**src/design/two_pool_page_free_stack_assert.svh**
```systemverilog
// ----------------------------------------------------------------------------
// two_pool_page_free_stack_assert.svh
// Assertion macros shared by the page allocator modules.
// ----------------------------------------------------------------------------
`ifndef TWO_POOL_PAGE_FREE_STACK_ASSERT_SVH
`define TWO_POOL_PAGE_FREE_STACK_ASSERT_SVH

`ifndef SYNTH
// prop must hold at every clock edge out of reset
`define TPFS_ASSERT(label, prop) \
    label: assert property (@(posedge aclk) disable iff (!aresetn) prop) \
        else $error("two_pool_page_free_stack: assertion failed");
// expr must never be true out of reset
`define TPFS_NEVER(label, expr) \
    label: assert property (@(posedge aclk) disable iff (!aresetn) !(expr)) \
        else $error("two_pool_page_free_stack: forbidden condition seen");
`else
`define TPFS_ASSERT(label, prop)
`define TPFS_NEVER(label, expr)
`endif

`endif

```
**src/design/tpfs_pkg.sv**
```systemverilog
// ----------------------------------------------------------------------------
// tpfs_pkg
// Constants, codes and interface types of the two-pool page allocator.
// ----------------------------------------------------------------------------
`default_nettype none

package tpfs_pkg;

    localparam int POOL_PAGES = 1024;
    localparam int PAGE_SHIFT = 12;
    localparam int ADDR_BITS  = 40;

    // fixed field widths
    localparam int PAGE_W   = 28;
    localparam int ADDR_W   = 40;
    localparam int KPAGES_W = 11;
    localparam int FCOUNT_W = 11;
    localparam int STATUS_W = 3;
    localparam int REQ_W    = 2;

    localparam int SLOT_W    = (POOL_PAGES > 1) ? $clog2(POOL_PAGES) : 1;
    localparam int COUNT_W   = $clog2(POOL_PAGES + 1);
    localparam int RAM_DEPTH = 2 * (2 ** SLOT_W);

    localparam logic [ADDR_W-1:0] ADDR_MASK =
        (ADDR_BITS >= ADDR_W) ? {ADDR_W{1'b1}} : ADDR_W'((64'd1 << ADDR_BITS) - 64'd1);

    // configuration port
    localparam int CFG_AW = 4;
    localparam int CFG_DW = 32;
    localparam logic [1:0] CFG_START  = 2'd0;
    localparam logic [1:0] CFG_END    = 2'd1;
    localparam logic [1:0] CFG_KPAGES = 2'd2;

    // request codes
    localparam logic [REQ_W-1:0] REQ_INIT  = 2'd0;
    localparam logic [REQ_W-1:0] REQ_ALLOC = 2'd1;
    localparam logic [REQ_W-1:0] REQ_FREE  = 2'd2;

    // status codes
    localparam logic [STATUS_W-1:0] ST_OK         = 3'd0;
    localparam logic [STATUS_W-1:0] ST_EXHAUSTED  = 3'd1;
    localparam logic [STATUS_W-1:0] ST_MISALIGNED = 3'd2;
    localparam logic [STATUS_W-1:0] ST_RANGE      = 3'd3;
    localparam logic [STATUS_W-1:0] ST_BAD_CFG    = 3'd4;
    localparam logic [STATUS_W-1:0] ST_FULL       = 3'd5;

    typedef struct packed {
        logic [PAGE_W-1:0]  low;
        logic [PAGE_W-1:0]  high;
        logic [COUNT_W-1:0] size;
        logic [COUNT_W-1:0] count;
        logic [COUNT_W-1:0] mark;
    } pool_t;

    typedef struct packed {
        logic load_req;
        logic commit;
        logic from_mem;
    } ctl_cmd_t;

    typedef struct packed {
        logic need_mem;
        logic out_busy;
    } dp_sts_t;

    typedef struct packed {
        logic              en;
        logic [1:0]        idx;
        logic [CFG_DW-1:0] data;
    } cfg_wr_t;

endpackage

`default_nettype wire

```
**src/design/tpfs_ctrl.sv**
```systemverilog
// ----------------------------------------------------------------------------
// tpfs_ctrl
// Request sequencer: capture, execute, optional stack read, then commit.
// ----------------------------------------------------------------------------
`default_nettype none

`include "two_pool_page_free_stack_assert.svh"

module tpfs_ctrl (
    input  logic               aclk,
    input  logic               aresetn,
    input  logic               s_valid,
    output logic               s_ready,
    input  tpfs_pkg::dp_sts_t  sts,
    output tpfs_pkg::ctl_cmd_t cmd
);

    typedef enum logic [2:0] {
        S_IDLE = 3'b001,
        S_EXEC = 3'b010,
        S_READ = 3'b100
    } state_t;

    state_t state_reg, state_next;

    always_comb begin
        state_next   = state_reg;
        cmd.load_req = 1'b0;
        cmd.commit   = 1'b0;
        cmd.from_mem = 1'b0;
        s_ready      = 1'b0;
        case (state_reg)
            S_IDLE: begin
                s_ready = 1'b1;
                if (s_valid) begin
                    cmd.load_req = 1'b1;
                    state_next   = S_EXEC;
                end
            end
            S_EXEC: begin
                // stack read is issued this cycle; data shows up in S_READ
                if (sts.need_mem) begin
                    state_next = S_READ;
                end else if (!sts.out_busy) begin
                    cmd.commit = 1'b1;
                    state_next = S_IDLE;
                end
            end
            S_READ: begin
                if (!sts.out_busy) begin
                    cmd.commit   = 1'b1;
                    cmd.from_mem = 1'b1;
                    state_next   = S_IDLE;
                end
            end
            default: begin
                state_next = S_IDLE;
            end
        endcase
    end

    always_ff @(posedge aclk) begin
        if (!aresetn) begin
            state_reg <= S_IDLE;
        end else begin
            state_reg <= state_next;
        end
    end

    `TPFS_NEVER(a_no_result_overwrite, cmd.commit && sts.out_busy)
    `TPFS_ASSERT(a_read_needs_mem, (state_reg == S_READ) |-> $past(sts.need_mem))
    `TPFS_ASSERT(a_single_commit, cmd.commit |=> !cmd.commit)

endmodule

`default_nettype wire

```
**config.mk**
```make
export PLATFORM = sky130hd
export DESIGN_NAME = tpfs_ctrl
export DESIGN_NICKNAME = d
export VERILOG_FILES = /design/src/design/tpfs_pkg.sv /design/src/design/tpfs_ctrl.sv
export VERILOG_INCLUDE_DIRS = /design/src /design/src/design
export SDC_FILE = /design/constraint.sdc
export NUM_CORES = 1
export LEC_CHECK = 0
export BUFFER_PORTS_ARGS = -buffer_cell sky130_fd_sc_hd__clkbuf_2
export CORE_AREA = 2 2 39 41
export DETAILED_ROUTE_END_ITERATION = 10
export DIE_AREA = 0 0 41 43
export PLACE_DENSITY = 0.35
export SYNTH_ARGS = -nofsm -noshare
export SYNTH_HDL_FRONTEND = slang
export SYNTH_SLANG_ARGS = --single-unit
export TNS_END_PERCENT = 5
```
**constraint.sdc**
```tcl
create_clock -name aclk -period 2.4 [get_ports aclk]
set_input_delay 0 -clock aclk [delete_from_list [all_inputs] [get_ports aclk]]
set_output_delay 0 -clock aclk [all_outputs]
set_load 0.05 [all_outputs]
```
# Yosys cells after proc, flatten, opt, wreduce, memory -nomap -nowiden
# Index checks and enable logic that the tools add are counted.
[op_classes]
n_eq_ne = 4
mux = 12
[ops]
columns = ["op", "count"]
rows = [
  ["$mux W3", 3],
  ["$pmux W3 S3", 1],
  ["$mux W1", 6],
  ["$eq A3 B1 Y1 const B", 1],
  ["$eq A3 B2 Y1 const B", 1],
  ["$eq A3 B3 Y1 const B", 1],
  ["$mux W2", 1],
  ["$ne A2 B2 Y1 const B", 1],
  ["$pmux W1 S2", 1],
]
[word_totals]
reg_bits = 3
input_bits = 5
word_cells = 17

# Longest topological paths before layout
# Gate-level depths: netlist of the first run.
[depth]
word_depth = 3
mapped_depth = 3

# Worst setup path after synthesis of the first run
# OpenSTA, ideal clock, no wires.
[synth_timing]
path_type = "reg-to-output"
from = "register state_reg[0]"
to = "output port s_ready"
arrival_time_ps = 1583
required_time_ps = 2400
setup_slack_ps = 817
n_path_buf = 0
stages_incl_launch_ff = 2
path_cell_list = "dfxtp_1 -> nor3b_1"
[synth_via]
elab_chain_len = 2
[synth_rtl]
columns = ["element", "line_no", "text"]
rows = [
  ["from (decl)", "tpfs_ctrl.sv:24", "state_t state_reg, state_next;"],
  ["from (signal assigned)", "tpfs_ctrl.sv:66", "state_reg <= state_next;"],
  ["$eq A3 B1 Y1", "tpfs_ctrl.sv:32", "case (state_reg)"],
  ["$mux W1", "tpfs_ctrl.sv:32", ""],
  ["to (decl)", "tpfs_ctrl.sv:13", "output logic s_ready,"],
]
# Every way passes these cells.

==> results of run 1 <==
[cell usage in the layout, fill, tap and decap left out]
cell | synthesis | final
or2_2 | 1 | 1
nor3_1 | 2 | 2
o31ai_2 | 1 | 1
nor3b_1 | 4 | 4
a2bb2oi_1 | 1 | 1
o21bai_1 | 1 | 1
dfxtp_1 | 3 | 3
nand2_1 | 1 | 1
nor4bb_4 | 1 | 1
inv_1 | 1 | 1
nor4bb_1 | 1 | 1
clkbuf_4 | 0 | 3
a21oi_1 | 1 | 1
clkbuf_1 | 0 | 1
clkbuf_2 | 0 | 8
nor2b_1 | 2 | 2
nor2_1 | 2 | 2
[tightest hold or removal path, delay by kind of cell]
kind / cells / cell delay [ps]
compound gates: 1 / 70
simple gates: 1 / 50
buf+inv: 1 / 90
[routing by layer]
layer,track usage [%],vias to the layer above,wire [µm]
li1,-,106,-
met1,7.051,87,211
met2,8.750,6,203
met3,4.712,0,23
met4,4.000,0,0
met5,0,-,0
[per-stage QoR]
| step | power, µW | hold slack, ps | setup slack (ps) | utilization (%) | cell area [µm²] |
|---|---|---|---|---|---|
| final | 187.7 | 28.85 | 966.7 | 20.89 | 289.0 |
| after floorplan | 90.25 | 152.5 | 817.0 | - | 202.7 |
| after detailed placement | 101.1 | 271.5 | 1211 | 18.99 | 262.8 |
| after global placement | 101.1 | 274.1 | 1229 | 18.99 | 262.8 |
| after global routing | 202.2 | 47.83 | 879.1 | 20.89 | 289.0 |
| after CTS | 193.7 | 22.90 | 955.4 | 20.89 | 289.0 |
[cells by family (layout without fill, tap and decap cells)]
group,count (synthesis),in the layout
simple gates,14,14
buf+inv,1,13
flops,3,3
compound gates,4,4
[layout make-up]
class / instances / area [µm²]
timing repair buffer: 8 / 40.04
clock buffer: 4 / 26.28
fill: 158 / 1095
multi-input combinational: 18 / 138.9
inverter: 1 / 3.754
tap: 16 / 20.02
sequential: 3 / 60.06
[power groups by stage]
stage | Combinational, µW | Sequential [µW] | Clock [µW]
finish | 40.3 | 59.6 | 87.9
global route | 43.8 | 60.1 | 98.4
CTS | 40.8 | 59.7 | 93.2
detailed placement | 40.7 | 60.4 | 0
global placement | 40.8 | 60.2 | 0
floorplan | 31.8 | 58.5 | 0
[path summary, 6_finish.rpt]
| check | slack, ps | cells after the start | end |
|---|---|---|---|
| max reg2reg | 1240 | 3 | state_reg[0] |
| min | 30 | 3 | state_reg[1] |
| min reg2reg | 600 | 1 | state_reg[2] |
| max | 970 | 4 | cmd[1] |
==> reports/qor.csv, run 1 <==
metric;value;unit
CTS resizes;0;
clock tree from TritonCTS;yes;
remaining antenna violation count after routing;0;
net switching fraction of the power;29.85;%
share of synthesized area spent on multiplexers;0;%
Top cell by count, worst path;nor2_1;
share of power burned in registers;31.7;%
primary flip-flop cell chosen by synthesis mapping;dfxtp_1;
cell accounting for the most synthesized area;dfxtp_1;
Internal Dissipation;131.7;µW
leakage component of the power;0.0001116;µW
number of register bits inferred by synthesis;3;
setup violators final;0;
Synth-to-Final Area Change;42.59;%
sum of negative setup slack;0;ps
total CTS buffers;3;
aggregate global-route resource usage;6.520;%
power share of the combinational group;21.5;%
type of the most critical hold path;in2reg;
WP data required;2400;ps
detail-routed net length per standard cell;8.760;µm
Crit path arrival time;1430;ps
Vias/cell;3.980;
ant diodes;0;
number of global-route vias before repair;196;
FF-to-FF Start;state_reg[2];
post-CTS setup buffer count;0;
series of cell instances along the critical path;nor2b_1 > nor2_1 > nor2_1 > clkbuf_2;
level count of the clock H-tree;1;
critical path fanouts, max;8;
maximum buffer depth of the clock tree;2;
antenna violations before repair;0;
# IOs;9;
element type at the critical path end;primary output;
timing-limited maximum frequency;0.6977;GHz
fraction of the yosys area taken by sequential cells;29.63;%
Reg clk slew, reported paths;40;ps
number of max-slew violations in the final report;0;
largest net degree at the start of global routing;10;
beginning of the worst hold path;aresetn;
Simple-Gate Fraction of Synth Area;51.85;%
type of the worst setup path;reg2out;
routability congestion estimate;0.6131;
combinational family with the most area after synthesis;simple AND/OR/NAND/NOR gates;
routed vias;199;
clock root buffer master;clkbuf_4;
setup repair after global routing missed its margin;no;
Yosys Warn Count;0;
number of enable flip-flop cells after synthesis;0;
adder and majority cell fraction of the synthesized area;0;%
complex-gate fraction of the synthesized area;16.67;%
summed instance area of the synthesized netlist;202.7;µm²
Worst Setup Start Kind;flop;
final critical path time including I/O delays and setup;1433;ps
number of buffers inserted by hold repair at cts;0;
Hold Fails Final Rpt;0;
Max Cap Violations;0;
final instance count without filler cells;50;
Setup Skew;0.6734;ps
actual transition at the worst max-transition pin;322.3;ps
commonest cells in the netlist;nor3b_1 (4), dfxtp_1 (3), nor2_1 (2), nor2b_1 (2), nor3_1 (2);
total congestion overflow after global routing;0;
residual DRC count;0;
Cells after Synth;22;
total net switching power;56.04;µW
outcome;complete, no violations;
number of input and output port buffers inserted;8;
wire length after detailed routing;438;µm
count of different cell masters after synthesis;14;
PD cells;649.6;nW/µm²
delay of the slowest critical-path stage;500;ps
cell type group with the largest total delay on the critical path;flip-flops;
maximum VDD drop;247.9;µV
Clk network pwr share;46.8;%
Post-Synth XOR/XNOR Area;0;%
Core Rows;14;
global-route wire length before repair;738;µm
share of final-layout standard cells stronger than drive strength 1;41.18;%
starting utilization of the core area;14.65;%
max reg flops;3;
vertical extent of the die;43;µm
router iterations before antenna repair;2;
Synthesized Nets;27;
insertion delay of the later-clocked pin in the worst-skew pair;230;ps
clock sinks;3;
most repeated cell in the gate-level netlist after synthesis;nor3b_1;
most area-consuming cells after synthesis;dfxtp_1 (30%), nor3b_1 (15%), nor4bb_4 (12%);
die outline area;1763;µm²
startpoint of the worst setup timing path;state_reg[2];
x dimension of the die;41;µm
critical path's slowest cell;dfxtp_1;
number of instances in the placed design;46;
fraction of registers with async set or reset after synthesis;0;%
period utilisation layout;59.72;%
net total in the final layout;40;
average instance area after synthesis;9.213;µm²
initial DRC count;1;
number of buffer and inverter stages on the critical path;1;
Synth top area share;29.63;%
Floorplan Core Area;1384;µm²
max_slew headroom;78.49;%
(Power assumes the default switching activity.)
==> run 2, diff against run 1 <==
Clock period 2.4 ns to 1.5 ns, I/O delays scaled along.
==> reports/qor.csv, run 2 (synthesis gave the netlist of run 1 again) <==
metric;value;unit
outcome;complete, no violations;
leading cell type in the layout, fill and taps excluded;clkbuf_2;
HPWL after detailed placement;332.6;µm
number of input and output port buffers inserted;8;
net total in the final layout;40;
wire length after detailed routing;467;µm
x dimension of the die;41;µm
clock tree from TritonCTS;yes;
maximum VDD drop;188.0;µV
initial DRC count;1;
finished layout cell area;291.5;µm²
starting utilization of the core area;14.65;%
critical path fanouts, max;8;
max reg flops;3;
maximum buffer depth of the clock tree;2;
Setup Skew;2.619;ps
final instance count without filler cells;50;
number of max-slew violations in the final report;0;
die outline area;1763;µm²
Synth-to-Final Area Change;43.83;%
Hold Fails Final Rpt;0;
Final Util;21.07;%
residual DRC count;0;
aggregate global-route resource usage;7.229;%
setup repair after global routing missed its margin;no;
Vias/cell;3.980;
Floorplan Core Area;1384;µm²
routability congestion estimate;0.6351;
type of the most critical hold path;in2reg;
WP data required;1500;ps
leakage component of the power;0.0001125;µW
# IOs;9;
vertical extent of the die;43;µm
max_slew headroom;80.65;%
clock sinks;3;
largest net degree at the start of global routing;10;
type of the worst setup path;reg2out;
PD cells;1044;nW/µm²
Crit path arrival time;1330;ps
insertion delay of the later-clocked pin in the worst-skew pair;230;ps
total CTS buffers;3;
routed vias;199;
global-route wire length before repair;800;µm
router iterations before antenna repair;2;
commonest cells after routing, fill and taps aside;clkbuf_2 (8), nor3b_1 (4), clkbuf_4 (3);
Max Cap Violations;0;
level count of the clock H-tree;1;
post-place instance area;262.8;µm²
total congestion overflow after global routing;0;
remaining antenna violation count after routing;0;
number of global-route vias before repair;190;
number of instances in the placed design;46;
final critical path time including I/O delays and setup;1332;ps
Overall Power;304.2;µW
period utilisation layout;88.78;%
Worst Setup Start Kind;flop;
detail-routed net length per standard cell;9.340;µm
Reg clk slew, reported paths;40;ps
element type at the critical path end;primary output;
setup violators final;0;
timing-limited maximum frequency;0.7509;GHz
clock root buffer master;clkbuf_4;
ant diodes;0;
Core Rows;14;
share of final-layout standard cells stronger than drive strength 1;47.06;%
antenna violations before repair;0;
actual transition at the worst max-transition pin;288.5;ps
==> run 2: cell counts in the layout (fill, tap and decap cells not counted) <==
Identical to the previous run, type by type.
==> run 2: layout make-up <==
cell class | count | area [µm²]
Sequential cell | 3 | 62.56
Tap cell | 16 | 20.02
Multi-Input combinational cell | 18 | 138.9
Inverter | 1 | 3.754
Fill cell | 163 | 1092
Timing Repair Buffer | 8 | 40.04
Clock buffer | 4 | 26.28
==> run 2: layer usage <==
layer | global-route usage (%) | part of all wire, %
met5 | 0 | 0
met4 | 8.000 | 0
met3 | 3.141 | 4.7
met2 | 7.187 | 45
met1 | 9.968 | 50
==> run 2: timing repair <==
item,4_1_cts,5_1_grt
endpoints found under the setup margin,0,2
setup buffers,0,0
gates resized for setup,0,2
hold buffers,0,0
==> run 2: through the flow <==
stage / setup TNS, ps / setup WS [ps] / hold slack, ps
final: 0 / 168.3 / 31.38
after detailed placement: 0 / 334.3 / 275.3
after CTS: 0 / 65.43 / 27.87
after global routing: 0 / 76.06 / 42.53
after floorplan: -205.2 / -82.97 / 152.5
after global placement: 0 / 329.5 / 274.1
==> run 2: where the power goes <==
group / switching, µW / internal [µW] / total [µW]
Clock: 43.1 / 99.8 / 143
Sequential: 10.5 / 85.3 / 95.8
Combinational: 39.2 / 26.3 / 65.5
Total: 92.8 / 211 / 304
==> run 2: worst paths after layout <==
kind	startpoint	end	slack, ps	cells past startpoint
worst max register to register	state_reg[0]	state_reg[0]	340	3
worst max-delay path	state_reg[0]	cmd[0]	170	3
worst min register to register	state_reg[2]	state_reg[1]	540	1
worst min-delay path	aresetn	state_reg[1]	30	3
==> run 2: critical path, cell delays in order, from the launching register on <==
cell	delay, ps
dfxtp_1	370
or2_2	340
nor2b_1	110
clkbuf_2	280
